===== src/sv/cfi_pkg.sv =====
// Package for the contact friction impulse block: sizes, shift codes,
// sequencer states and request types for the shared units.
// No dependencies.
`timescale 1ns / 1ps
`default_nettype none

package cfi_pkg;

    // Node accumulation
    localparam int MAX_NODES  = 4;
    localparam int NODE_CNT_W = $clog2(MAX_NODES + 1);
    localparam int SUM_W      = 48;
    localparam logic [SUM_W-1:0] SUM_MAX = '1;

    // Magnitude cap of the capped intermediate products (2^61)
    localparam logic [63:0] MAG_CAP = 64'h2000_0000_0000_0000;

    // Divider sizes: dividend holds |t| * 2^14 or 2^32
    localparam int DIV_W     = 46;
    localparam int DIV_CNT_W = $clog2(DIV_W);

    // Square root: one result bit per step
    localparam int SQRT_STEPS = 32;
    localparam int SQRT_CNT_W = $clog2(SQRT_STEPS);

    // Vector lanes x, y, z
    localparam logic [1:0] LAST_LANE = 2'd2;

    // Post-multiply shift amounts
    localparam logic [5:0] SH_RAW  = 6'd0;
    localparam logic [5:0] SH_NORM = 6'd14;
    localparam logic [5:0] SH_Q16  = 6'd16;
    localparam logic [5:0] SH_SLD  = 6'd22;
    localparam logic [5:0] SH_THR  = 6'd24;
    localparam logic [5:0] SH_NODE = 6'd28;

    // Configuration space
    localparam int APB_AW = 3;
    localparam logic [0:0] REG_FRICTION = 1'b0;

    typedef enum logic [4:0] {
        ST_IDLE,
        ST_NODE,
        ST_VN,
        ST_TN,
        ST_SQ,
        ST_SQRT,
        ST_FS,
        ST_THR,
        ST_MDIV,
        ST_MA,
        ST_SA,
        ST_JN,
        ST_PN,
        ST_WM,
        ST_D,
        ST_FD,
        ST_CJ,
        ST_JS,
        ST_OUT
    } state_t;

    // Request to the shared multiplier: magnitudes, shift, cap, result sign
    typedef struct packed {
        logic        start;
        logic [63:0] a;
        logic [63:0] b;
        logic [5:0]  sh;
        logic        cap;
        logic        neg;
    } mul_req_t;

    // Request to the divider
    typedef struct packed {
        logic             start;
        logic [DIV_W-1:0] dividend;
        logic [SUM_W-1:0] divisor;
    } div_req_t;

endpackage

`default_nettype wire


===== src/sv/cfi_mul.sv =====
// Shared 64x64 multiplier: four 32x32 partial products, then shift,
// optional cap at 2^61 and sign. Depends on cfi_pkg.
`timescale 1ns / 1ps
`default_nettype none

module cfi_mul
    import cfi_pkg::*;
(
    input  wire logic               clk,
    input  wire logic               rst_n,
    input  wire mul_req_t           req,
    output logic                    done,
    output logic signed [63:0]      res
);

    logic [63:0]        a_reg, a_next;
    logic [63:0]        b_reg, b_next;
    logic [5:0]         sh_reg, sh_next;
    logic               cap_reg, cap_next;
    logic               neg_reg, neg_next;
    logic [127:0]       acc_reg, acc_next;
    logic [2:0]         cnt_reg, cnt_next;
    logic               busy_reg, busy_next;
    logic               done_reg, done_next;
    logic signed [63:0] res_reg, res_next;

    logic [31:0]  x;
    logic [31:0]  y;
    logic [63:0]  pp;
    logic [1:0]   k;
    logic [127:0] pp_sh;
    logic [127:0] q;
    logic [63:0]  mag;

    // Partial product and final shift/cap
    always_comb
    begin
        x     = cnt_reg[1] ? a_reg[63:32] : a_reg[31:0];
        y     = cnt_reg[0] ? b_reg[63:32] : b_reg[31:0];
        pp    = x * y;
        k     = 2'({1'b0, cnt_reg[0]} + {1'b0, cnt_reg[1]});
        pp_sh = {64'd0, pp} << {k, 5'd0};
        q     = acc_reg >> sh_reg;
        mag   = (cap_reg && (q > {64'd0, MAG_CAP})) ? MAG_CAP : q[63:0];
    end

    // Sequencing of the four partial products
    always_comb
    begin
        a_next    = a_reg;
        b_next    = b_reg;
        sh_next   = sh_reg;
        cap_next  = cap_reg;
        neg_next  = neg_reg;
        acc_next  = acc_reg;
        cnt_next  = cnt_reg;
        busy_next = busy_reg;
        done_next = 1'b0;
        res_next  = res_reg;
        if (req.start)
        begin
            a_next    = req.a;
            b_next    = req.b;
            sh_next   = req.sh;
            cap_next  = req.cap;
            neg_next  = req.neg;
            acc_next  = '0;
            cnt_next  = '0;
            busy_next = 1'b1;
        end
        else if (busy_reg)
        begin
            if (!cnt_reg[2])
            begin
                acc_next = acc_reg + pp_sh;
                cnt_next = cnt_reg + 3'd1;
            end
            else
            begin
                res_next  = neg_reg ? -$signed(mag) : $signed(mag);
                done_next = 1'b1;
                busy_next = 1'b0;
            end
        end
    end

    always_ff @(posedge clk or negedge rst_n)
    begin
        if (!rst_n)
        begin
            busy_reg <= 1'b0;
            done_reg <= 1'b0;
            cnt_reg  <= '0;
        end
        else
        begin
            busy_reg <= busy_next;
            done_reg <= done_next;
            cnt_reg  <= cnt_next;
        end
    end

    always_ff @(posedge clk)
    begin
        a_reg   <= a_next;
        b_reg   <= b_next;
        sh_reg  <= sh_next;
        cap_reg <= cap_next;
        neg_reg <= neg_next;
        acc_reg <= acc_next;
        res_reg <= res_next;
    end

    assign done = done_reg;
    assign res  = res_reg;

endmodule

`default_nettype wire


===== config.mk =====
export PLATFORM = sky130hd
export DESIGN_NAME = cfi_mul
export DESIGN_NICKNAME = d
export VERILOG_FILES = /design/src/sv/cfi_pkg.sv /design/src/sv/cfi_mul.sv
export SDC_FILE = /design/constraint.sdc
export NUM_CORES = 2
export LEC_CHECK = 0
export BUFFER_PORTS_ARGS = -buffer_cell sky130_fd_sc_hd__buf_2
export CELL_PAD_IN_SITES_DETAIL_PLACEMENT = 1
export CELL_PAD_IN_SITES_GLOBAL_PLACEMENT = 1
export CORE_AREA = 2 2 431 433
export DETAILED_ROUTE_END_ITERATION = 16
export DIE_AREA = 0 0 433 435
export PLACE_DENSITY = 0.68
export SLEW_MARGIN = 20
export SYNTH_ARGS = -nofsm -noshare
export SYNTH_HDL_FRONTEND = slang
export SYNTH_SLANG_ARGS = --single-unit

===== constraint.sdc =====
create_clock -name clk -period 12.7 [get_ports clk]
set_input_delay 1.905 -clock clk [delete_from_list [all_inputs] [get_ports clk]]
set_output_delay 1.905 -clock clk [all_outputs]
set_load 0.05 [all_outputs]

==> reports/metrics.cfg <==
[detailed_routing]
drtIter0Drc = 5083
vias = 57610
ant_nets = 0
drtPass1Iterations = 5
vias_per_cell = 5.620
wl_mm = 275.8
remaining_drc_errors = 0
avgRoutedWirePerCell_um = 26.90

[yosys]
yosysTopAreaCell = fa_1
synth_top_family_by_area = adder cells
synth_edf_count = 200
synth-adder-area-share_pct = 35.78
syn_area_per_cell_um2 = 8.778
yosysMostFrequentCell = inv_1
yosys.area_share.simple_pct = 15.87
synth-warning-count = 0
synth_top_area_share_pct = 28.10
ys_seq_area_share_pct = 13.61
ys_seq_elements = 333
yosys-top-cells-count = 923 x inv_1, 922 x nand2_1, 902 x nor2_1
synth_cells = 7279
yosysUniqueCellTypes = 93
synth_compound_area_share_pct = 11.89
ys.flop_type = edfxtp_1
synth.area.mux_share_pct = 11.67
synthTopCellsByArea = fa_1 28%, edfxtp_1 9.4%, ha_1 7.7%, mux4_2 5.9%, inv_1 5.4%
syn_area_mm2 = 0.06390
synth-xor-area-share_pct = 3.016
syn_nets = 8707
synthArstFlopShare_pct = 1.502

[timing]
max_freq_mhz = 80.78
tightestPinTransition_ps = 1126
tns_ps = 0
relSlewSlack_pct = 24.39
setup_viol = 0
period_needed_ps = 12380
hold_viol_final = 0
post-route-period-util_pct = 97.48
layout_setup_ws_ps = 320.4
drv_slew = 0
fin_skew_ps = 62.21

[setup_path]
rr_worst_depth = 47
crit_arrival_ps = 13020
crit_end = acc_reg[110]
max_stage_delay_ps = 550
worstPathRequired_ps = 13340
r2r_end = acc_reg[110]
cp-end-kind = register
cp_max_fo = 8
cpMaxStageDelayCell = dfrtp_4
rr_startpoint = cnt_reg[1]
rrSetupSlack_ps = 320
crit_start = cnt_reg[1]
cp-start-kind = register
path_class = reg2reg

[clock_tree]
clockBufferDepth = 3
clock_sinks = 333
root_buffer = clkbuf_16
hold_buffers = 0
tritoncts = done
ctsHtreeMaxLevel = 2
cts.clk_slew.worst_paths_ps = 60
cts_buffers = 47
clock_latency_ps = 720

[floorplan]
start_util_pct = 34.72
die_width_um = 433
fp.dieH_um = 435
dieArea_mm2 = 0.1884
rows = 158
core_area_mm2 = 0.1840
ios = 204

[grt]
grt_use_total_pct = 28.88
grt_max_degree = 142
grt_pass1_wl_mm = 405.2
grt_overflow_total = 0
grt_pass1_vias = 60910
antenna_found_initial = 15

[final_layout]
area_delta_synth_final_pct = 15.57
final_core_util_pct = 40.12
largest_reg_flops = 128
drive_above_1_share_pct = 17.35
nFillCells = 21590
final_net_count = 9154

[run_status]
status = finished, final reports clean

[placed_design]
port_buffers = 203
dpl.hpwl_mm = 229.9
dp_worst_setup_slack_ps = -520.6
globalplace.congestion = 0.9796

[run]
cap_violations = 0

[worst_hold_path]
min_path_cells = 2
hold_path.class = reg2reg

## kinds of logic after synthesis
group / count (synthesis)
simple gates: 2361
buf+inv: 1366
fa+ha+maj: 1289
compound gates: 1191
mux: 519
flops: 333
xor+xnor: 220
## cell type report
cell class	instances	area, um2	share of cell area [%]
Antenna cell	7	17.52	0.02372
Clock buffer	53	1199	1.623
Clock inverter	35	409.1	0.5541
Inverter	929	3495	4.732
Multi-Input combinational cell	5580	50550	68.45
Sequential cell	333	8701	11.78
Tap cell	2480	3103	4.202
Timing Repair Buffer	835	6371	8.628
## cell usage in the layout, fill, tap and decap left out, types with 18 or more instances in the layout
| cell type | count |
|---|---|
| nand4_1 | 69 |
| xnor2_1 | 136 |
| and3_1 | 34 |
| nor4_1 | 26 |
| edfxtp_1 | 200 |
| nand3_1 | 78 |
| fa_1 | 895 |
| xor2_1 | 82 |
| mux4_2 | 167 |
| a21o_1 | 122 |
| a31oi_1 | 38 |
| a211oi_1 | 31 |
| a22o_1 | 18 |
| o21bai_1 | 47 |
| and2_1 | 68 |
| nor2b_1 | 56 |
| buf_2 | 202 |
| nor3_1 | 74 |
| o21a_1 | 31 |
| a21oi_1 | 332 |
| o21ai_0 | 274 |
| o211ai_1 | 21 |
| inv_1 | 921 |
| clkbuf_16 | 49 |
| o22ai_1 | 42 |
| nand2b_1 | 35 |
| buf_12 | 41 |
| mux2_2 | 131 |
| mux2i_2 | 40 |
| nand2_1 | 921 |
| buf_4 | 576 |
| nor2_1 | 896 |
| mux2i_1 | 170 |
| dfxtp_1 | 128 |
| ha_1 | 387 |
| a2111oi_0 | 27 |
## how the worst min path moves through the flow
stage,startpoint,to
2_1_floorplan,acc_reg[0],acc_reg[0]
3_3_place_gp,acc_reg[0],acc_reg[0]
3_5_place_dp,acc_reg[0],acc_reg[0]
4_1_cts,acc_reg[0],acc_reg[0]
5_1_grt,acc_reg[0],acc_reg[0]
6_report,acc_reg[0],acc_reg[0]
## repair_timing
item / CTS / global route
pin swaps: 0 / 14
gates cloned: 0 / 2
setup buffers: 2 / 19
resized for setup: 18 / 64
setup endpoints to repair: 28 / 38
## routing by layer
layer,track usage [%],routed length [um],up-vias
li1,-,-,25220
met3,3.952,16240,524
met5,0,80,-
met4,13.22,14830,12
met2,46.28,127300,2017
met1,38.59,117300,29840
## metrics by stage
step	cell area, um2	hold WS (ps)	std cells
2_1_floorplan	63900	450.7	7279
3_5_place_dp	71610	470.5	10130
6_report	73840	475.6	10250
4_1_cts	73330	479.1	10220
3_3_place_gp	71610	462.1	10130
5_1_grt	73830	510.0	10250
## critical path, delay by kind of cell, from the launching register on
kind	cells	cell delay (ps)
xor gates and xnor gates	2	330
buffers and inverters	12	1510
AOI/OAI and AO/OA	13	2980
muxes	2	320
DFF	1	550
adders and majority gates	10	4590
and+or+nand+nor	8	2050
Power is not shown: default switching activity piles up to over one toggle a cycle in this logic, so the estimate is an artifact.
