<file path="src/sv/cfi_pkg.sv">
// Package for the contact friction impulse block: sizes, shift codes,
// sequencer states and request types for the shared units.
// No dependencies.
`timescale 1ns / 1ps
`default_nettype none

package cfi_pkg;

    // Node accumulation
    localparam int MAX_NODES  = 4;
    localparam int NODE_CNT_W = $clog2(MAX_NODES + 1);
    localparam int SUM_W      = 48;
    localparam logic [SUM_W-1:0] SUM_MAX = '1;

    // Magnitude cap of the capped intermediate products (2^61)
    localparam logic [63:0] MAG_CAP = 64'h2000_0000_0000_0000;

    // Divider sizes: dividend holds |t| * 2^14 or 2^32
    localparam int DIV_W     = 46;
    localparam int DIV_CNT_W = $clog2(DIV_W);

    // Square root: one result bit per step
    localparam int SQRT_STEPS = 32;
    localparam int SQRT_CNT_W = $clog2(SQRT_STEPS);

    // Vector lanes x, y, z
    localparam logic [1:0] LAST_LANE = 2'd2;

    // Post-multiply shift amounts
    localparam logic [5:0] SH_RAW  = 6'd0;
    localparam logic [5:0] SH_NORM = 6'd14;
    localparam logic [5:0] SH_Q16  = 6'd16;
    localparam logic [5:0] SH_SLD  = 6'd22;
    localparam logic [5:0] SH_THR  = 6'd24;
    localparam logic [5:0] SH_NODE = 6'd28;

    // Configuration space
    localparam int APB_AW = 3;
    localparam logic [0:0] REG_FRICTION = 1'b0;

    typedef enum logic [4:0] {
        ST_IDLE,
        ST_NODE,
        ST_VN,
        ST_TN,
        ST_SQ,
        ST_SQRT,
        ST_FS,
        ST_THR,
        ST_MDIV,
        ST_MA,
        ST_SA,
        ST_JN,
        ST_PN,
        ST_WM,
        ST_D,
        ST_FD,
        ST_CJ,
        ST_JS,
        ST_OUT
    } state_t;

    // Request to the shared multiplier: magnitudes, shift, cap, result sign
    typedef struct packed {
        logic        start;
        logic [63:0] a;
        logic [63:0] b;
        logic [5:0]  sh;
        logic        cap;
        logic        neg;
    } mul_req_t;

    // Request to the divider
    typedef struct packed {
        logic             start;
        logic [DIV_W-1:0] dividend;
        logic [SUM_W-1:0] divisor;
    } div_req_t;

endpackage

`default_nettype wire

</file>
<file path="src/sv/cfi_div.sv">
// Restoring unsigned divider, one quotient bit per cycle.
// Depends on cfi_pkg.
`timescale 1ns / 1ps
`default_nettype none

module cfi_div
    import cfi_pkg::*;
(
    input  wire logic             clk,
    input  wire logic             rst_n,
    input  wire div_req_t         req,
    output logic                  done,
    output logic [DIV_W-1:0]      quo
);

    logic [SUM_W-1:0]     rem_reg, rem_next;
    logic [DIV_W-1:0]     quo_reg, quo_next;
    logic [SUM_W-1:0]     dvs_reg, dvs_next;
    logic [DIV_CNT_W-1:0] cnt_reg, cnt_next;
    logic                 busy_reg, busy_next;
    logic                 done_reg, done_next;

    logic [SUM_W:0] trial;
    logic [SUM_W:0] diff;
    logic           ge;

    // One restoring step
    always_comb
    begin
        trial = {rem_reg, quo_reg[DIV_W-1]};
        ge    = trial >= {1'b0, dvs_reg};
        diff  = trial - {1'b0, dvs_reg};
    end

    always_comb
    begin
        rem_next  = rem_reg;
        quo_next  = quo_reg;
        dvs_next  = dvs_reg;
        cnt_next  = cnt_reg;
        busy_next = busy_reg;
        done_next = 1'b0;
        if (req.start)
        begin
            rem_next  = '0;
            quo_next  = req.dividend;
            dvs_next  = req.divisor;
            cnt_next  = '0;
            busy_next = 1'b1;
        end
        else if (busy_reg)
        begin
            rem_next = ge ? diff[SUM_W-1:0] : trial[SUM_W-1:0];
            quo_next = {quo_reg[DIV_W-2:0], ge};
            cnt_next = cnt_reg + 1'b1;
            if (cnt_reg == DIV_CNT_W'(DIV_W - 1))
            begin
                busy_next = 1'b0;
                done_next = 1'b1;
            end
        end
    end

    always_ff @(posedge clk or negedge rst_n)
    begin
        if (!rst_n)
        begin
            busy_reg <= 1'b0;
            done_reg <= 1'b0;
            cnt_reg  <= '0;
        end
        else
        begin
            busy_reg <= busy_next;
            done_reg <= done_next;
            cnt_reg  <= cnt_next;
        end
    end

    always_ff @(posedge clk)
    begin
        rem_reg <= rem_next;
        quo_reg <= quo_next;
        dvs_reg <= dvs_next;
    end

    assign done = done_reg;
    assign quo  = quo_reg;

endmodule

`default_nettype wire

</file>
<file path="config.mk">
export PLATFORM = sky130hd
export DESIGN_NAME = cfi_div
export DESIGN_NICKNAME = d
export VERILOG_FILES = /design/src/sv/cfi_pkg.sv /design/src/sv/cfi_div.sv
export SDC_FILE = /design/constraint.sdc
export NUM_CORES = 1
export LEC_CHECK = 0
export BUFFER_PORTS_ARGS = -buffer_cell sky130_fd_sc_hd__clkbuf_2
export CAP_MARGIN = 20
export CORE_MARGIN = 10
export CORE_UTILIZATION = 55
export DETAILED_ROUTE_END_ITERATION = 16
export PLACE_DENSITY = 0.9
export SYNTH_ARGS = -nofsm -noshare
export SYNTH_HDL_FRONTEND = slang
export SYNTH_SLANG_ARGS = --single-unit
</file>
<file path="constraint.sdc">
create_clock -name clk -period 6.43 [get_ports clk]
set_clock_uncertainty 0.2 [all_clocks]
set_input_delay 0.643 -clock clk [delete_from_list [all_inputs] [get_ports clk]]
set_output_delay 0.643 -clock clk [all_outputs]
set_load 0.005 [all_outputs]
</file>
==> results.json <==
{
  "outcome": "complete, no violations",
  "gpl.final_weighted_congestion": 0.969,
  "final_antenna_net_count": 0,
  "fin_nets": 1192,
  "die_w_um": 148,
  "final_cell_mix": "142 x sky130_fd_sc_hd__clkbuf_2, 106 x sky130_fd_sc_hd__nand2_1, 94 x sky130_fd_sc_hd__edfxtp_1",
  "holdPathEnd": "dvs_reg[29]",
  "accumulated_negative_setup_slack_ns": 0,
  "critical_path.reg2reg.endpoint": "rem_reg[46]",
  "comb_power_share_pct": 43.7,
  "synth-warning-count": 0,
  "grt_setup_unrepaired": "false",
  "floorplan.die.height_um": 148,
  "timing.hold.worst.class": "in -> reg",
  "reg2reg_from": "dvs_reg[23]",
  "cts_tree": "done",
  "cts.hold.buffers_added": 1,
  "numCtsBuffers": 17,
  "number_of_global_route_vias_before_repair": 7489,
  "worst_slew_pin_slew_ns": 1.12,
  "synthDominantCellAreaShare_pct": 31.5,
  "synth_area_um2": 8950,
  "clkPwrFrac_pct": 24.2,
  "synthFlopType": "sky130_fd_sc_hd__edfxtp_1",
  "final.setup.worst_slack_ns": 2.15,
  "route.detailed.vias_per_inst": 5.94,
  "synth_top_cell_by_area": "sky130_fd_sc_hd__edfxtp_1",
  "drt_wl_total_um": 23300,
  "finalInstanceArea_um2": 10400,
  "total_power_density_per_cell_area_nw_per_um2": 409,
  "globalRoute.totalOverflow": 0,
  "setup.worst_path.class": "reg -> reg",
  "internal_power_mw": 2.58,
  "timing.critical_path.fanout_max": 27,
  "grtUsageTotal_pct": 20.5,
  "vdd_drop_max_v": 0.000220,
  "hold_viol": 0,
  "postPlaceCellArea_um2": 9740,
  "post-dp-hpwl_um": 16600,
  "cellLeakagePower_nw": 4.50,
  "ctsHtreeMaxLevel": 4,
  "yosys_register_bits": 150,
  "dp_worst_setup_slack_ns": 2.26,
  "worst_hold_path_startpoint": "req[29]",
  "cts_buffer_depth": 2,
  "initial_core_util_pct": 56.1,
  "post_cts_resize_count": 0,
  "post-cts-setup-buffers": 0,
  "ff2ff_setup_slack_ns": 2.15,
  "number_of_enable_type_register_cells_in_the_synthesized_netlist": 94,
  "drtPass1Iterations": 6,
  "post-route-drc-count": 0,
  "max-slew-margin-rel_pct": 25.2,
  "die_area_um2": 21800,
  "io_pins": 144,
  "max_cap_viol_count": 0,
  "fin_crit_sh_pct": 66.6,
  "cts.root.buffer_cell": "sky130_fd_sc_hd__clkbuf_16",
  "core_region_area_um2": 15900,
  "yosys.cell_types.count": 63,
  "netlist_top_cells_area": "sky130_fd_sc_hd__edfxtp_1 32%, sky130_fd_sc_hd__dfxtp_1 11%, sky130_fd_sc_hd__ha_1 7.0%",
  "grt_antenna_before_repair": 0,
  "worstSetupEndpointType": "register",
  "reg2reg_depth": 13,
  "grt_first_pass_wirelength_um": 36800,
  "min_period_ns": 4.28,
  "swShare_pct": 39.1,
  "route.detailed.wl_per_inst_um": 18.3,
  "slew_viol_final": 0,
  "mostFrequentLayoutCell": "sky130_fd_sc_hd__clkbuf_2",
  "min_path_cells": 1,
  "p_sw_mw": 1.66,
  "timing.critical_path.required_ns": 6.54,
  "endpoint_arrival_time_on_the_critical_path_ns": 4.40,
  "syn-mean-instance-area_um2": 9.67,
  "via_count": 7567,
  "drive_gt1_share_pct": 22.4,
  "synthToLayoutAreaGrowth_pct": 15.8,
  "start_kind": "register",
  "maximum_number_of_pins_on_one_net_before_global_route_repair": 81,
  "clock_sink_count": 150,
  "path_clk_slew_ns": 0.06,
  "core.rowCount": 46,
  "async_reset_ff_share_pct": 5.33,
  "buffer_ports.inserted": 143,
  "worstSkewPairLatency_ns": 0.42,
  "achievable-frequency_ghz": 0.233,
  "drt-initial-drc-count": 872,
  "synth_sequential_area_ratio_pct": 44.5,
  "synth.net_count": 1074,
  "setup-violations-final": 0,
  "antenna-diode-count": 0,
  "power_frac_seq_pct": 32.1,
  "syn-instance-count": 926
}
## Yosys cell counts (all sizes together), types with 3 or more instances
cell,instances
a211oi,10
a21o,19
a21oi,78
a311oi,29
a31o,3
a31oi,8
a32oi,3
and2,6
and3,9
and4,4
buf,22
clkbuf,29
dfrtp,8
dfxtp,48
edfxtp,94
ha,50
inv,65
mux2,46
mux2i,8
nand2,107
nand2b,7
nand3,20
nand4,13
nand4b,3
nor2,74
nor2b,3
nor3,7
nor3b,4
nor4,9
o2111ai,3
o211ai,8
o21a,6
o21ai,37
o21bai,11
o221ai,3
o22ai,5
o31ai,6
or3,4
xnor2,25
xor2,17
## worst max-delay path, cell delays in order (launching register included)
cell and delay (ns):
sky130_fd_sc_hd__edfxtp_1 0.34, sky130_fd_sc_hd__inv_1 0.04, sky130_fd_sc_hd__ha_1 0.43, sky130_fd_sc_hd__and3_4 0.25, sky130_fd_sc_hd__nand2_2 0.08, sky130_fd_sc_hd__nor4_4 0.30
sky130_fd_sc_hd__o2111ai_2 0.19, sky130_fd_sc_hd__a31oi_4 0.27, sky130_fd_sc_hd__a21oi_2 0.14, sky130_fd_sc_hd__o31ai_4 0.90, sky130_fd_sc_hd__buf_4 0.45, sky130_fd_sc_hd__mux2i_1 0.23
sky130_fd_sc_hd__a21oi_1 0.08, sky130_fd_sc_hd__or2_1 0.25
## area by class of cell
cell class              count  area (um^2)
clock buffers              19          433
clock inverters            13          170
fillers                  1268         5580
inverters                  65          244
multi-input cells         660         4480
flip-flops and latches    150         3990
well taps                 216          270
repair buffers            150          781
## logic make-up (layout without fill, tap and decap cells)
kind of cell               Yosys count  in the layout  share of synthesized area, %
DFF                                150            150                          44.5
and+or+nand+nor                    275            275                          14.4
adders and majority gates           51             51                          7.21
AOI/OAI and AO/OA                  238            238                          17.5
muxes                               54             54                          6.68
buffers and inverters              116            247                          5.55
xor gates and xnor gates            42             42                          4.11
## metal layers
metal | GRT usage, % | up-vias | wire length [um]
met5 | 0 | - | 0
met4 | 9.46 | 0 | 730
met3 | 5.31 | 69 | 1340
met2 | 35.4 | 303 | 12100
met1 | 23.4 | 3576 | 9120
li1 | - | 3619 | -
## how the worst max path moves through the flow
stage,cells past startpoint,startpoint,end
final,13,dvs_reg[23],rem_reg[46]
after global routing,13,dvs_reg[23],rem_reg[46]
after CTS,13,dvs_reg[23],rem_reg[46]
after detailed placement,13,dvs_reg[23],rem_reg[46]
after global placement,13,dvs_reg[22],rem_reg[46]
after floorplan,14,dvs_reg[23],rem_reg[35]
## through the flow
step | utilization, % | cells | power [mW] | hold slack, ns
floorplan | - | 926 | 2.77 | 0.147
detailed placement | 61.1 | 1239 | 3.15 | 0.284
global placement | 61.1 | 1239 | 3.09 | 0.266
CTS | 64.9 | 1272 | 4.20 | 0.179
global route | 65.0 | 1273 | 4.50 | 0.176
finish | 65.0 | 1273 | 4.24 | 0.191
## power by group through the flow
stage / clock (mW) / combinational (mW) / sequential, mW
floorplan: 0 / 1.43 / 1.34
global placement: 0 / 1.72 / 1.37
detailed placement: 0 / 1.77 / 1.37
CTS: 1.04 / 1.80 / 1.36
global route: 1.08 / 2.04 / 1.39
finish: 1.03 / 1.85 / 1.36
No activity file was read; power rests on OpenSTA's default activity.
