### config.mk
export PLATFORM = sky130hd
export DESIGN_NAME = cfi_sqrt
export DESIGN_NICKNAME = d
export VERILOG_FILES = /design/src/sv/cfi_pkg.sv /design/src/sv/cfi_sqrt.sv
export SDC_FILE = /design/constraint.sdc
export NUM_CORES = 1
export LEC_CHECK = 0
export CORE_MARGIN = 3
export CORE_UTILIZATION = 35
export CTS_CLUSTER_SIZE = 20
export DETAILED_ROUTE_END_ITERATION = 8
export DONT_BUFFER_PORTS = 1
export PLACE_DENSITY_LB_ADDON = 0.12
export SYNTH_ARGS = -nofsm -noshare
export SYNTH_HDL_FRONTEND = slang
export SYNTH_SLANG_ARGS = --single-unit
### constraint.sdc
create_clock -name clk -period 6.2 [get_ports clk]
set_input_delay 0.31 -clock clk [delete_from_list [all_inputs] [get_ports clk]]
set_output_delay 0.31 -clock clk [all_outputs]
set_load 0.02 [all_outputs]
### src/sv/cfi_pkg.sv
// Package for the contact friction impulse block: sizes, shift codes,
// sequencer states and request types for the shared units.
// No dependencies.
`timescale 1ns / 1ps
`default_nettype none

package cfi_pkg;

    // Node accumulation
    localparam int MAX_NODES  = 4;
    localparam int NODE_CNT_W = $clog2(MAX_NODES + 1);
    localparam int SUM_W      = 48;
    localparam logic [SUM_W-1:0] SUM_MAX = '1;

    // Magnitude cap of the capped intermediate products (2^61)
    localparam logic [63:0] MAG_CAP = 64'h2000_0000_0000_0000;

    // Divider sizes: dividend holds |t| * 2^14 or 2^32
    localparam int DIV_W     = 46;
    localparam int DIV_CNT_W = $clog2(DIV_W);

    // Square root: one result bit per step
    localparam int SQRT_STEPS = 32;
    localparam int SQRT_CNT_W = $clog2(SQRT_STEPS);

    // Vector lanes x, y, z
    localparam logic [1:0] LAST_LANE = 2'd2;

    // Post-multiply shift amounts
    localparam logic [5:0] SH_RAW  = 6'd0;
    localparam logic [5:0] SH_NORM = 6'd14;
    localparam logic [5:0] SH_Q16  = 6'd16;
    localparam logic [5:0] SH_SLD  = 6'd22;
    localparam logic [5:0] SH_THR  = 6'd24;
    localparam logic [5:0] SH_NODE = 6'd28;

    // Configuration space
    localparam int APB_AW = 3;
    localparam logic [0:0] REG_FRICTION = 1'b0;

    typedef enum logic [4:0] {
        ST_IDLE,
        ST_NODE,
        ST_VN,
        ST_TN,
        ST_SQ,
        ST_SQRT,
        ST_FS,
        ST_THR,
        ST_MDIV,
        ST_MA,
        ST_SA,
        ST_JN,
        ST_PN,
        ST_WM,
        ST_D,
        ST_FD,
        ST_CJ,
        ST_JS,
        ST_OUT
    } state_t;

    // Request to the shared multiplier: magnitudes, shift, cap, result sign
    typedef struct packed {
        logic        start;
        logic [63:0] a;
        logic [63:0] b;
        logic [5:0]  sh;
        logic        cap;
        logic        neg;
    } mul_req_t;

    // Request to the divider
    typedef struct packed {
        logic             start;
        logic [DIV_W-1:0] dividend;
        logic [SUM_W-1:0] divisor;
    } div_req_t;

endpackage

`default_nettype wire

### src/sv/cfi_sqrt.sv
// Integer square root of a 64-bit value, one result bit per cycle.
// Depends on cfi_pkg.
`timescale 1ns / 1ps
`default_nettype none

module cfi_sqrt
    import cfi_pkg::*;
(
    input  wire logic        clk,
    input  wire logic        rst_n,
    input  wire logic        start,
    input  wire logic [63:0] x,
    output logic             done,
    output logic [31:0]      root
);

    logic [63:0]           x_reg, x_next;
    logic [63:0]           r_reg, r_next;
    logic [63:0]           bit_reg, bit_next;
    logic [SQRT_CNT_W-1:0] cnt_reg, cnt_next;
    logic                  busy_reg, busy_next;
    logic                  done_reg, done_next;

    logic [63:0] rb;
    logic        ge;

    always_comb
    begin
        rb = r_reg + bit_reg;
        ge = x_reg >= rb;
    end

    // Digit-by-digit step; leading steps with a bit above x leave r at zero
    always_comb
    begin
        x_next    = x_reg;
        r_next    = r_reg;
        bit_next  = bit_reg;
        cnt_next  = cnt_reg;
        busy_next = busy_reg;
        done_next = 1'b0;
        if (start)
        begin
            x_next    = x;
            r_next    = '0;
            bit_next  = 64'h4000_0000_0000_0000;
            cnt_next  = '0;
            busy_next = 1'b1;
        end
        else if (busy_reg)
        begin
            x_next   = ge ? x_reg - rb : x_reg;
            r_next   = ge ? (r_reg >> 1) + bit_reg : r_reg >> 1;
            bit_next = bit_reg >> 2;
            cnt_next = cnt_reg + 1'b1;
            if (cnt_reg == SQRT_CNT_W'(SQRT_STEPS - 1))
            begin
                busy_next = 1'b0;
                done_next = 1'b1;
            end
        end
    end

    always_ff @(posedge clk or negedge rst_n)
    begin
        if (!rst_n)
        begin
            busy_reg <= 1'b0;
            done_reg <= 1'b0;
            cnt_reg  <= '0;
        end
        else
        begin
            busy_reg <= busy_next;
            done_reg <= done_next;
            cnt_reg  <= cnt_next;
        end
    end

    always_ff @(posedge clk)
    begin
        x_reg   <= x_next;
        r_reg   <= r_next;
        bit_reg <= bit_next;
    end

    assign done = done_reg;
    assign root = r_reg[31:0];

endmodule

`default_nettype wire

==> run_results.csv <==
group,metric,value,unit
status,status,"finished clean",
critical_path,crit_family,"compound AO/OA/AOI/OAI gates",
timing,fin_crit,5.89,ns
clocking,cts_root_buffer,"clkbuf_16",
final_layout,finish.utilization,40.3,%
critical_path,crit_arrival,6.16,ns
routing,post_drt_wl_per_cell,20.6,um
timing,final_hold_viol_count,0,
hold_path,hold_start,"start",
floorplan,die_w,217,um
global_route,grt_pass1_wl,82600,um
final_layout,syn_to_final_growth,12.4,%
logic_synthesis,async_flop_share,4.19,%
critical_path,reg2reg_depth,22,
critical_path,required,6.47,ns
routing,drtPass1Iterations,5,
routing,drt-initial-drc-count,1176,
power,power_per_cell_area,420,nW/um2
routing,ant_nets,0,
hold_path,holdPathEnd,"r_reg[3]",
timing,tightest_slew,0.993,ns
critical_path,r2r_start,"bit_reg[0]",
timing,worst_clock_skew,0.0135,ns
timing,setup_ws,0.306,ns
critical_path,crit_type,"reg -> reg",
critical_path,rr_endpoint,"x_reg[57]",
clocking,clk_pin_slew,0.07,ns
final_layout,fin_cells,2579,
floorplan,num_rows,76,
floorplan,core_area,43600,um2
logic_synthesis,ys_seq_elements,167,
critical_path,slowest_delay,0.56,ns
critical_path,cp_common_cell,"ha_1",
clocking,cts.sinks,167,
routing,vias_per_cell,5.67,
global_route,grt-ovfl-total,0,
critical_path,cp-end-kind,"flop",
final_layout,nets,2180,
final_layout,drive_gt1_share,8.43,%
clocking,clk_latency,0.49,ns
critical_path,path_buf_inv,1,
logic_synthesis,yosysWarningCount,0,
placement,port_buffers,0,
floorplan,start_util,35.8,%
hold_path,hp-class,"in -> reg",
critical_path,crit_fanout,9,
clocking,clk_path_buf_depth,2,
logic_synthesis,postSynthNetCount,2178,
floorplan,dieArea,47200,um2
placement,post-dp-hpwl,39300,um
critical_path,critPathLaunchType,"flop",
timing,finalSetupViolCount,0,
placement,place_congestion,0.914,
global_route,grt_max_degree,107,
clocking,cts_buffers,17,
logic_synthesis,synth_ff_type,"dfxtp_1",
timing,slew_headroom,33.6,%
critical_path,slowest_stage,"or4_1",
timing,clock.fmax,0.170,GHz
global_route,grt_pass1_vias,14500,
placement,placed_cells,2482,
clocking,cts_tree,"done",
logic_synthesis,synthCells,1978,
logic_synthesis,synthesis.area,15600,um2
critical_path,cp_cell_sequence,"ha_1 > ha_1 > a21oi_1 > buf_4 > o21a_1 > or4_1 > a311o_1 > nand2_1 > nand2_1 > a21boi_0 > xnor2_1 > ha_1 > a21oi_1 > o21ai_0 > a2111oi_1 > nor2_1 > nor3b_1 > a21oi_2 > a41oi_2 > o41a_1 > nor4_1 > a211oi_1",
hold_path,min_path_cells,3,
timing,finalSetupTns,0,ns
placement,post-place-ws,-0.0534,ns
job,drv_cap,0,
critical_path,reg2reg_slack,0.31,ns
logic_synthesis,avgSynthCellArea,7.89,um2
power,peakVddDrop,0.000274,V
global_route,grtUsageTotal,22.3,%
clocking,htree_levels,4,
logic_synthesis,synth.distinct_cells,90,
floorplan,ioPinCount,100,
timing,fin_crit_sh,95.1,%
floorplan,fp.dieH,217,um
timing,final-max-slew-violation-count,0,
logic_synthesis,synth-edff-count,64,
routing,drt-total-wl,53100,um
global_route,antenna_found_initial,1,
logic_synthesis,synth_sequential_area_ratio,25.7,%
routing,num_vias,14600,
routing,drc_errors,0,
power,p_leak,6.94,nW
worst max path at each step:
stage	from	to	slack [ns]	cells after the start
after floorplan	r_reg[2]	x_reg[0]	0.36	23
after global placement	r_reg[34]	r_reg[8]	-0.05	19
after detailed placement	bit_reg[4]	r_reg[8]	-0.05	20
after CTS	r_reg[34]	r_reg[8]	0.08	19
after global routing	bit_reg[0]	r_reg[48]	-0.001	23
final	bit_reg[0]	x_reg[57]	0.31	22
kinds of logic (layout without fill, tap and decap cells):
kind of cell,after synthesis,after routing,share of synthesized area (%)
compound gates,632,632,26.3
mux,48,48,3.11
fa+ha+maj,133,133,10.7
other cells,0,1,0
xor+xnor,160,160,8.98
simple gates,645,646,19.5
flops,167,167,25.7
buf+inv,193,207,5.71
report_power, final:
group	switching, mW	internal (mW)
Clock	0.515	0.696
Sequential	0.166	1.54
Combinational	2.70	1.75
Total	3.38	3.98
synthesized netlist by cell type (6+ instances only):
library cell | number | share of area, %
dfrtp_1 | 7 | 1.1
clkbuf_1 | 91 | 2.2
nand3_1 | 52 | 1.7
nand2b_1 | 15 | 0.60
nor4_1 | 9 | 0.36
and3_1 | 26 | 1.0
mux2i_1 | 44 | 2.8
o21ai_1 | 10 | 0.32
nand2_1 | 243 | 5.8
a21o_1 | 43 | 2.1
buf_2 | 10 | 0.32
and4_1 | 6 | 0.34
xnor2_1 | 95 | 5.3
a21oi_1 | 126 | 4.0
xor2_1 | 65 | 3.6
o22ai_1 | 7 | 0.28
a211o_1 | 6 | 0.34
edfxtp_1 | 64 | 12
a31oi_1 | 68 | 2.7
nor3_1 | 20 | 0.64
o21bai_1 | 22 | 1.1
a221oi_1 | 8 | 0.45
a31o_2 | 15 | 0.84
inv_1 | 50 | 1.2
or4_1 | 6 | 0.29
dfxtp_1 | 96 | 12
o21a_1 | 12 | 0.58
buf_4 | 33 | 1.6
nor2b_1 | 23 | 0.92
a211oi_1 | 27 | 1.3
o211ai_1 | 16 | 0.77
or3_1 | 10 | 0.40
o31ai_1 | 14 | 0.67
o21ai_0 | 181 | 5.8
and2_1 | 12 | 0.48
nand4_1 | 51 | 2.0
a21boi_0 | 6 | 0.29
nor2_1 | 147 | 3.5
ha_1 | 132 | 11
cell usage in the layout (no fill, tap or decap), types with 44 or more instances in the layout:
cell type and n:
o21ai_0 180, edfxtp_1 64, inv_1 50, xor2_1 65, nor2_1 145, dfxtp_1 96, dlygate4sd3_1 52, ha_1 131
buf_4 68, nand4_1 51, a31oi_1 68, xnor2_1 95, mux2i_1 44, a21oi_1 125, nand2_1 242, nand3_1 52
worst reg2reg max path, stage by stage (launching register included):
cell       delay, ns
dfxtp_1         0.36
ha_1            0.18
ha_1            0.18
a21oi_1         0.10
buf_4           0.15
o21a_1          0.20
or4_1           0.56
a311o_1         0.45
nand2_1         0.13
nand2_1         0.06
a21boi_0        0.21
xnor2_1         0.15
ha_1            0.41
a21oi_1         0.20
o21ai_0         0.13
a2111oi_1       0.52
nor2_1          0.15
nor3b_1         0.27
a21oi_2         0.16
a41oi_2         0.38
o41a_1          0.29
nor4_1          0.07
a211oi_1        0.35
routing by layer:
| metal | part of all wire (%) | GRT usage [%] | routed length (um) | vias up |
|---|---|---|---|---|
| li1 | - | - | - | 7264 |
| met1 | 46 | 29.4 | 24600 | 7009 |
| met2 | 47 | 37.2 | 25100 | 310 |
| met3 | 4.7 | 4.48 | 2480 | 52 |
| met4 | 1.7 | 5.91 | 916 | 0 |
| met5 | 0 | 0 | 0 | - |
what timing repair did:
item,4_1_cts,5_1_grt
pin swaps,0,6
cloned,0,2
endpoints found under the setup margin,2,121
gates resized for setup,1,21
hold buffers,53,0
buffers inserted,0,9
hold endpoints to repair,125,0
final cells by class:
class	instances	area [um2]
Fill cell	4584	26000
Multi-Input combinational cell	1619	10800
Sequential cell	167	4020
Timing Repair Buffer	125	1140
Tap cell	585	732
Clock buffer	23	542
Inverter	50	188
Clock inverter	9	103
Antenna cell	1	2.50
through the flow:
step	area, um2	power (mW)	hold WS, ns
CTS	17300	7.26	0.00145
detailed placement	16100	5.96	0.0146
finish	17500	7.36	0.0455
global placement	16100	5.97	0.0146
floorplan	15600	4.86	0.0144
global route	17500	7.93	0.0182
(Power assumes the default switching activity.)
