**src/sv/cfi_pkg.sv**
```systemverilog
// Package for the contact friction impulse block: sizes, shift codes,
// sequencer states and request types for the shared units.
// No dependencies.
`timescale 1ns / 1ps
`default_nettype none

package cfi_pkg;

    // Node accumulation
    localparam int MAX_NODES  = 4;
    localparam int NODE_CNT_W = $clog2(MAX_NODES + 1);
    localparam int SUM_W      = 48;
    localparam logic [SUM_W-1:0] SUM_MAX = '1;

    // Magnitude cap of the capped intermediate products (2^61)
    localparam logic [63:0] MAG_CAP = 64'h2000_0000_0000_0000;

    // Divider sizes: dividend holds |t| * 2^14 or 2^32
    localparam int DIV_W     = 46;
    localparam int DIV_CNT_W = $clog2(DIV_W);

    // Square root: one result bit per step
    localparam int SQRT_STEPS = 32;
    localparam int SQRT_CNT_W = $clog2(SQRT_STEPS);

    // Vector lanes x, y, z
    localparam logic [1:0] LAST_LANE = 2'd2;

    // Post-multiply shift amounts
    localparam logic [5:0] SH_RAW  = 6'd0;
    localparam logic [5:0] SH_NORM = 6'd14;
    localparam logic [5:0] SH_Q16  = 6'd16;
    localparam logic [5:0] SH_SLD  = 6'd22;
    localparam logic [5:0] SH_THR  = 6'd24;
    localparam logic [5:0] SH_NODE = 6'd28;

    // Configuration space
    localparam int APB_AW = 3;
    localparam logic [0:0] REG_FRICTION = 1'b0;

    typedef enum logic [4:0] {
        ST_IDLE,
        ST_NODE,
        ST_VN,
        ST_TN,
        ST_SQ,
        ST_SQRT,
        ST_FS,
        ST_THR,
        ST_MDIV,
        ST_MA,
        ST_SA,
        ST_JN,
        ST_PN,
        ST_WM,
        ST_D,
        ST_FD,
        ST_CJ,
        ST_JS,
        ST_OUT
    } state_t;

    // Request to the shared multiplier: magnitudes, shift, cap, result sign
    typedef struct packed {
        logic        start;
        logic [63:0] a;
        logic [63:0] b;
        logic [5:0]  sh;
        logic        cap;
        logic        neg;
    } mul_req_t;

    // Request to the divider
    typedef struct packed {
        logic             start;
        logic [DIV_W-1:0] dividend;
        logic [SUM_W-1:0] divisor;
    } div_req_t;

endpackage

`default_nettype wire

```
**src/sv/cfi_apb.sv**
```systemverilog
// APB register file holding the friction coefficient.
// Depends on cfi_pkg.
`timescale 1ns / 1ps
`default_nettype none

module cfi_apb
    import cfi_pkg::*;
(
    input  wire logic              clk,
    input  wire logic              rst_n,
    input  wire logic              psel,
    input  wire logic              penable,
    input  wire logic              pwrite,
    input  wire logic [APB_AW-1:0] paddr,
    input  wire logic [31:0]       pwdata,
    output logic [31:0]            prdata,
    output logic                   pready,
    output logic [15:0]            friction
);

    logic [15:0] friction_reg, friction_next;
    logic [0:0]  index;
    logic        wr;

    assign index = paddr[APB_AW-1:2];
    assign wr    = psel && penable && pwrite;

    // Write decode
    always_comb
    begin
        friction_next = friction_reg;
        if (wr && (index == REG_FRICTION))
        begin
            friction_next = pwdata[15:0];
        end
    end

    // Read decode
    always_comb
    begin
        unique case (index)
            REG_FRICTION: prdata = {16'd0, friction_reg};
            default:      prdata = '0;
        endcase
    end

    always_ff @(posedge clk or negedge rst_n)
    begin
        if (!rst_n)
        begin
            friction_reg <= '0;
        end
        else
        begin
            friction_reg <= friction_next;
        end
    end

    assign pready   = 1'b1;
    assign friction = friction_reg;

endmodule

`default_nettype wire

```
**config.mk**
```make
export PLATFORM = sky130hd
export DESIGN_NAME = cfi_apb
export DESIGN_NICKNAME = d
export VERILOG_FILES = /design/src/sv/cfi_pkg.sv /design/src/sv/cfi_apb.sv
export SDC_FILE = /design/constraint.sdc
export NUM_CORES = 1
export LEC_CHECK = 0
export BUFFER_PORTS_ARGS = -buffer_cell sky130_fd_sc_hd__buf_4
export CAP_MARGIN = 30
export CORE_ASPECT_RATIO = 1.1
export CORE_MARGIN = 3
export CORE_UTILIZATION = 35
export DETAILED_ROUTE_END_ITERATION = 8
export GPL_TIMING_DRIVEN = 0
export PLACE_DENSITY = 0.84
export SKIP_LAST_GASP = 1
export SLEW_MARGIN = 20
export SYNTH_ARGS = -nofsm -noshare
export SYNTH_HDL_FRONTEND = slang
export SYNTH_SLANG_ARGS = --single-unit
export TNS_END_PERCENT = 50
```
**constraint.sdc**
```tcl
create_clock -name clk -period 0.9 [get_ports clk]
set_input_delay 0.18 -clock clk [delete_from_list [all_inputs] [get_ports clk]]
set_output_delay 0.18 -clock clk [all_outputs]
set_load 0.01 [all_outputs]
```
==> results of run 1 <==
[routing by layer]
| layer | wire [um] | up-vias |
|---|---|---|
| met2 | 1250 | 52 |
| met3 | 301 | 6 |
| li1 | - | 372 |
| met1 | 896 | 344 |
| met4 | 44 | 0 |
| met5 | 0 | - |
[cell families after synthesis]
logic type / Yosys count / share of synthesized area (%)
other cells: 2 / 0.835
buf+inv: 19 / 15.9
flops: 16 / 44.5
simple gates: 17 / 14.6
mux: 16 / 24.2
[layout make-up]
cell class              instances  share of cell area, %
repair buffers                 71                   36.9
multi-input cells              50                   26.6
flip-flops and latches         16                   23.6
plain buffers                  19                   8.49
well taps                      30                   2.22
clock buffers                   4                   2.14
[synth_stat cells]
cell and count:
and2b_1 6, buf_4 17, buf_6 1, clkbuf_1 1, conb_1 2, dfrtp_1 16
mux2_2 6, mux2_4 10, nand4b_4 1, nor2b_1 10
[metrics by stage]
step	power (mW)	utilization [%]	setup TNS (ns)	hold WS (ns)
final	2.97	72.3	-7.14	0.125
after global routing	3.13	72.3	-8.67	0.109
after detailed placement	2.03	59.4	-6.10	0.0487
after global placement	2.01	59.4	-5.82	0.0455
after CTS	2.74	66.8	-7.32	0.115
after floorplan	1.50	-	-0.813	-0.116
[power groups by stage]
stage | Combinational, mW | Sequential [mW] | Clock [mW]
2_1_floorplan | 0.434 | 1.07 | 0
3_3_place_gp | 1.01 | 0.998 | 0
3_5_place_dp | 1.03 | 1.01 | 0
4_1_cts | 1.27 | 0.984 | 0.486
5_1_grt | 1.59 | 1.02 | 0.518
6_report | 1.49 | 1.00 | 0.468
[worst reg2reg max path: stages (launching register included)]
cell     delay [ns]
dfrtp_1        0.41
buf_6          0.13
buf_4          0.12
mux2_4         0.25
[path summary, 6_finish.rpt]
path	cells past startpoint	end	slack, ns	start
worst max register to register	3	friction[6]$_DFFE_PN0P_	-0.11	friction[6]$_DFFE_PN0P_
worst min-delay path	2	friction[11]$_DFFE_PN0P_	0.12	pwdata[11]
max in group asynchronous	2	friction[15]$_DFFE_PN0P_	0.44	rst_n
min in group asynchronous	2	friction[5]$_DFFE_PN0P_	0.28	rst_n
worst max-delay path	4	prdata[7]	-0.28	paddr[2]
worst min register to register	1	friction[13]$_DFFE_PN0P_	0.56	friction[13]$_DFFE_PN0P_
[timing repair]
| action | 4_1_cts | 5_1_grt |
|---|---|---|
| resized for setup | 8 | 27 |
| hold buffers | 1 | 0 |
| setup buffers | 13 | 4 |
| endpoints found under the hold margin | 16 | 0 |
| setup endpoints to repair | 37 | 46 |
==> impl_results.md, run 1 <==
- Hpwl dp: 1.59 mm
- Longest Clk Path Bufs: 2
- Layout cells sized above 1: 71.9%
- Comb pwr share: 50.4%
- Register area share after synthesis: 44.5%
- CP arrival: 1.00 ns
- Final period util: 131%
- Standard-cell rows: 18
- Post-DP Area: 0.00139 sq mm
- GR Util All Layers: 14.6%
- First-pass GRT wire length: 3.39 mm
- Post-Synthesis Cell Area: 900 sq um
- CTS root buffer: clkbuf_4
- Startpoint class of the critical path: primary input
- Vias/cell: 4.07
- RSZ-0062 raised after global routing: yes
- Mean Syn Cell Area: between 10 and 15 sq um
- DRT antenna net count: 0
- Via count: 774
- Violated checks: setup timing
- Die H: between 50 and 60 um
- Crit path cell chain: buf_4 -> clkbuf_2 -> nor2b_1 -> buf_4
- Die area: between 0.003 and 0.004 sq mm
- Critical-path top delay cell: clkbuf_2
- Skew-Pair Late Insertion Delay: roughly 0.28 ns
- Final setup fails: 43
- Initial Util: around two fifths
- Post-route cell area: 0.00169 sq mm
- Critical path buffers and inverters: 3
- Slew Viols, Final: 0
- Yosys top cell area share: 44.5%
- Max FFs per register: 16
- Sequential share of power: 33.9%
- Sw Share: between 20% and 30%
- Area Growth Syn to Fin: 88.3%
- Num CTS Buffers: 3
- H-Tree Depth: 1
- WL per Instance: 13.1 um
- Remaining DRCs: 0
- Crit. End Element: output port
- Clk slew on worst S/H paths: 0.09 ns
- Leading area contributor after synthesis: dfrtp_1
- Dpl ws: -0.321 ns
- Met2 usage: 25.1%
- HP Class: primary input to flop
- Routability cong.: approximately 0.66
- Area of the multi-input gates: ~450 sq um
- Die width: 54.3 um
- Vias in the first global route: around 770
- Slowest cell delay on critical path: 0.28 ns
- Fin cells: 190
- Worst Skew: 0 ns
- CP most frequent cell: buf_4
- PortBufs: 53
- Min Clock Period, post-route: 1.18 ns
- Top cells by area, synth: dfrtp_1, mux2_4, buf_4
- Pleak: 0.958 nW
- Clk sinks: 16
- Count of nets after finishing: 201
- Max_cap viols: 0
- Largest net degree at the start of global routing: 17
- Max FO, Critical Path: 10
- Internal power: 2.12 mW
- Layer with the highest usage: met2
- Data required, critical path: around 0.7 ns
- Hold Vio Cnt, Final: 0
- Commonest non-fill, non-tap cell in the layout: buf_4
- Met3 layer usage reported by global route: ~3.5%
- I/O pin cnt: 89
- Placed cells: 168
- Share of total power in the clock network: between 10% and 20%
- Number of synthesized register bits: 16
- Storage cell area: 400 sq um
- Max IR drop VDD: 1.33 mV
- GRT met1 Usage: about 17%
- CORE AREA: 0.00234 sq mm
- Most frequent cells in the layout: buf_4, buf_6, conb_1, dfrtp_1, mux2_4
- Fmax: 846 MHz
- Critical path class: primary input to output port
- Ant. Diodes: 0
- Areal power density over the cells: 1750 mW/mm^2
- Drt total wl: 2.49 mm
- Status: complete, but fails checks
- Antenna violations before repair: 0
- Delay-heaviest family, CP: buffers and inverters
- Initial DRC Count: 4
- Total global routing overflow: 0
- Sw Pwr: 0.845 mW
- Post-Syn Instances: 70
- Fill cells: 164
- CTS tree: done
- Post-route worst setup slack: -0.282 ns
- Count of cell types in the netlist: 10
- YS warnings: 0
- Initial DRT Pass Iterations: 2
No activity file was read; power rests on OpenSTA's default activity.
==> run 2: changes to the inputs <==
--- a/config.mk
+++ b/config.mk
@@ -5,13 +5,14 @@
 export SDC_FILE = /design/constraint.sdc
 export NUM_CORES = 1
 export LEC_CHECK = 0
+export ABC_AREA = 1
 export BUFFER_PORTS_ARGS = -buffer_cell sky130_fd_sc_hd__buf_4
 export CAP_MARGIN = 30
 export CORE_ASPECT_RATIO = 1.1
 export CORE_MARGIN = 3
-export CORE_UTILIZATION = 35
+export CORE_UTILIZATION = 36
 export DETAILED_ROUTE_END_ITERATION = 8
-export GPL_TIMING_DRIVEN = 0
+export GPL_TIMING_DRIVEN = 1
 export PLACE_DENSITY = 0.84
 export SKIP_LAST_GASP = 1
 export SLEW_MARGIN = 20
==> run 2 against run 1 <==
  * The flow still finishes with violations (setup timing)
  * Register-to-register slack better by 0.26 ns
  * Worst setup slack better by 0.050 ns
  * Worst hold slack hardly changed
  * Wire length is 13% lower
  * Power is 20% lower
  * Die area is 1.3% higher
  * Via count is 14% higher
  * Fmax is 4.5% higher
  * Global-route usage is 1.3 points lower
  * Critical endpoint is now friction[1]
  * Largest cell class unchanged
==> impl_results.md, run 2 <==
- Clk slew on worst S/H paths: 0.10 ns
- Drt total wl: 2.16 mm
- Max FO, Critical Path: 2
- Die H: 59.5 um
- GR Util All Layers: 13.4%
- DRT antenna net count: 0
- CTS tree: done
- Setup TNS: -5.05 ns
- PortBufs: 53
- Routability cong.: 0.741
- Antenna violations before repair: 0
- CTS root buffer: clkbuf_4
- Dpl ws: -0.0251 ns
- Initial DRT Pass Iterations: 2
- Fmax: 884 MHz
- Ys flop type: dfrtp_1
- Slew Viols, Final: 0
- Largest net degree at the start of global routing: 18
- Met3 WL: around 160 um
- WL met1: 825 um
- Vias in the first global route: about 760
- Data required, critical path: approximately 0.72 ns
- YS warnings: 0
- Standard-cell rows: 18
- Synth top cells by count: nand2_1, buf_4, inv_1
- Post-Synthesis Cell Area: roughly 940 sq um
- WL met2: around 1.2 mm
- RSZ-0062 raised after global routing: yes
- Final setup fails: 32
- Area Growth Syn to Fin: 52.8%
- FF-to-FF Start: friction[13]$_DFFE_PN0P_
- Post-route worst setup slack: -0.231 ns
- Post-Syn Instances: between 100 and 150
- Final period util: 126%
- Initial Util: 39.7%
- Total global routing overflow: 0
- Status: complete, but fails checks
- Post-synth EDFFs: 0
- Violated checks: setup timing
- Hold Vio Cnt, Final: 0
- Ant. Diodes: 0
- Layout cells sized above 1: 39.3%
- RR Endpoint: friction[13]$_DFFE_PN0P_
- Hold Path End: friction[2]$_DFFE_PN0P_
- Initial DRC Count: 12
- Pleak: 0.882 nW
- Max FFs per register: 16
- Skew-Pair Late Insertion Delay: 0.27 ns
- Post-cts sizing count: 0
- Clk sinks: 16
- I/O pin cnt: 89
- Leading area contributor after synthesis: dfrtp_1
- Worst Skew: 0 ns
- Num CTS Buffers: 3
- Crit. End Element: output port
- Tot Pwr: 2.37 mW
- First-pass GRT wire length: about 3.2 mm
- WL per Instance: 9.78 um
- CORE AREA: about 0.0024 sq mm
- Yosys top cell area share: 42.7%
- Post-synth ARST share: 100%
- Commonest non-fill, non-tap cell in the layout: buf_4
- Min-Delay Path Depth: 3
- Min Clock Period, post-route: 1.13 ns
- Register area share after synthesis: 42.7%
- Via count: 886
- Longest Clk Path Bufs: 2
- Areal power density over the cells: 1650 mW/mm^2
- HP Class: primary input to flop
- Count of nets after finishing: 232
- Startpoint class of the critical path: flop
- Mean Syn Cell Area: around 7.5 sq um
- Fill cells: 236
- R2R depth: 3
- Min-delay src: pwdata[2]
- Most frequent cells in the layout: buf_4, nand2_1, inv_1, conb_1
- Post-route cell area: ~0.0014 sq mm
- Die area: around 0.0033 sq mm
- Most frequent cell after synthesis: nand2_1
- Number of synthesized register bits: 16
- Vias/cell: about 4
- CP arrival: 0.95 ns
- DR top layer: met4
- Max IR drop VDD: 1.21 mV
- Post-DP Area: 0.00131 sq mm
- Worst reg2reg setup slack: 0.15 ns
- Top cells by area, synth: dfrtp_1, buf_4, nand2_1
- Hpwl dp: 1.67 mm
- Remaining DRCs: 0
- Count of cell types in the netlist: 12
- Max_cap viols: 0
- Die width: 54.7 um
- Critical path class: flop to output port
- H-Tree Depth: 1
- Setup crit start: friction[1]$_DFFE_PN0P_
==> run 2: cell count changes in the layout (fill, tap and decap cells not counted), sizes merged <==
cell,change
nor2b,-10
clkbuf,-1
nand2,+34
mux2,-16
nor2,+17
buf,-20
inv,+18
nand4b,-1
and2b,-6
nand3,+16
==> run 2: area by class of cell <==
type / count / area (sq um) / area share (%)
repair buffers: 69 / 533 / 37.2
flip-flops and latches: 16 / 400 / 27.9
multi-input cells: 84 / 359 / 25.0
inverters: 18 / 67.6 / 4.71
well taps: 30 / 37.5 / 2.62
clock buffers: 4 / 36.3 / 2.53
==> run 2: stage by stage <==
step	util (%)	hold WS, ns	std cells
after global routing	60.6	0.116	221
after floorplan	-	-0.116	140
final	60.6	0.125	221
after detailed placement	55.5	0.0481	206
after global placement	55.5	0.0454	206
after CTS	59.4	0.122	217
==> run 2: logic make-up after synthesis <==
group,share of synthesized area [%]
buffers and inverters,25.1
DFF,42.7
other,0.800
and+or+nand+nor,31.5
==> run 2: layer usage <==
metal | up-vias | track usage (%)
met2 | 32 | 23.5
met5 | - | 0
li1 | 465 | -
met3 | 2 | 3.02
met4 | 0 | 4.63
met1 | 387 | 15.4
==> run 2: worst max-delay path by stage <==
stage                                to  slack (ns)  cells after the start
2_1_floorplan   friction[0]$_DFFE_PN0P_        0.04                      6
3_3_place_gp    friction[1]$_DFFE_PN0P_       -0.02                      5
5_1_grt                       prdata[1]       -0.30                      3
4_1_cts                       prdata[3]       -0.22                      3
6_report                    friction[1]       -0.23                      2
3_5_place_dp   friction[15]$_DFFE_PN0P_       -0.03                      5
==> run 2: timing repair <==
action | in CTS | in global routing
endpoints found under the hold margin | 16 | 0
cloned | 0 | 0
hold buffers | 1 | 0
setup endpoints to repair | 32 | 32
pin swaps | 0 | 7
buffers inserted | 6 | 4
==> run 2: worst max-delay path, cell delays in order (launching register included) <==
cell	delay, ns
dfrtp_1	0.40
buf_4	0.14
buf_4	0.14
==> run 2: power breakdown <==
part | switching, mW | internal, mW
registers | 0.0981 | 0.853
logic | 0.433 | 0.524
clock network | 0.217 | 0.246
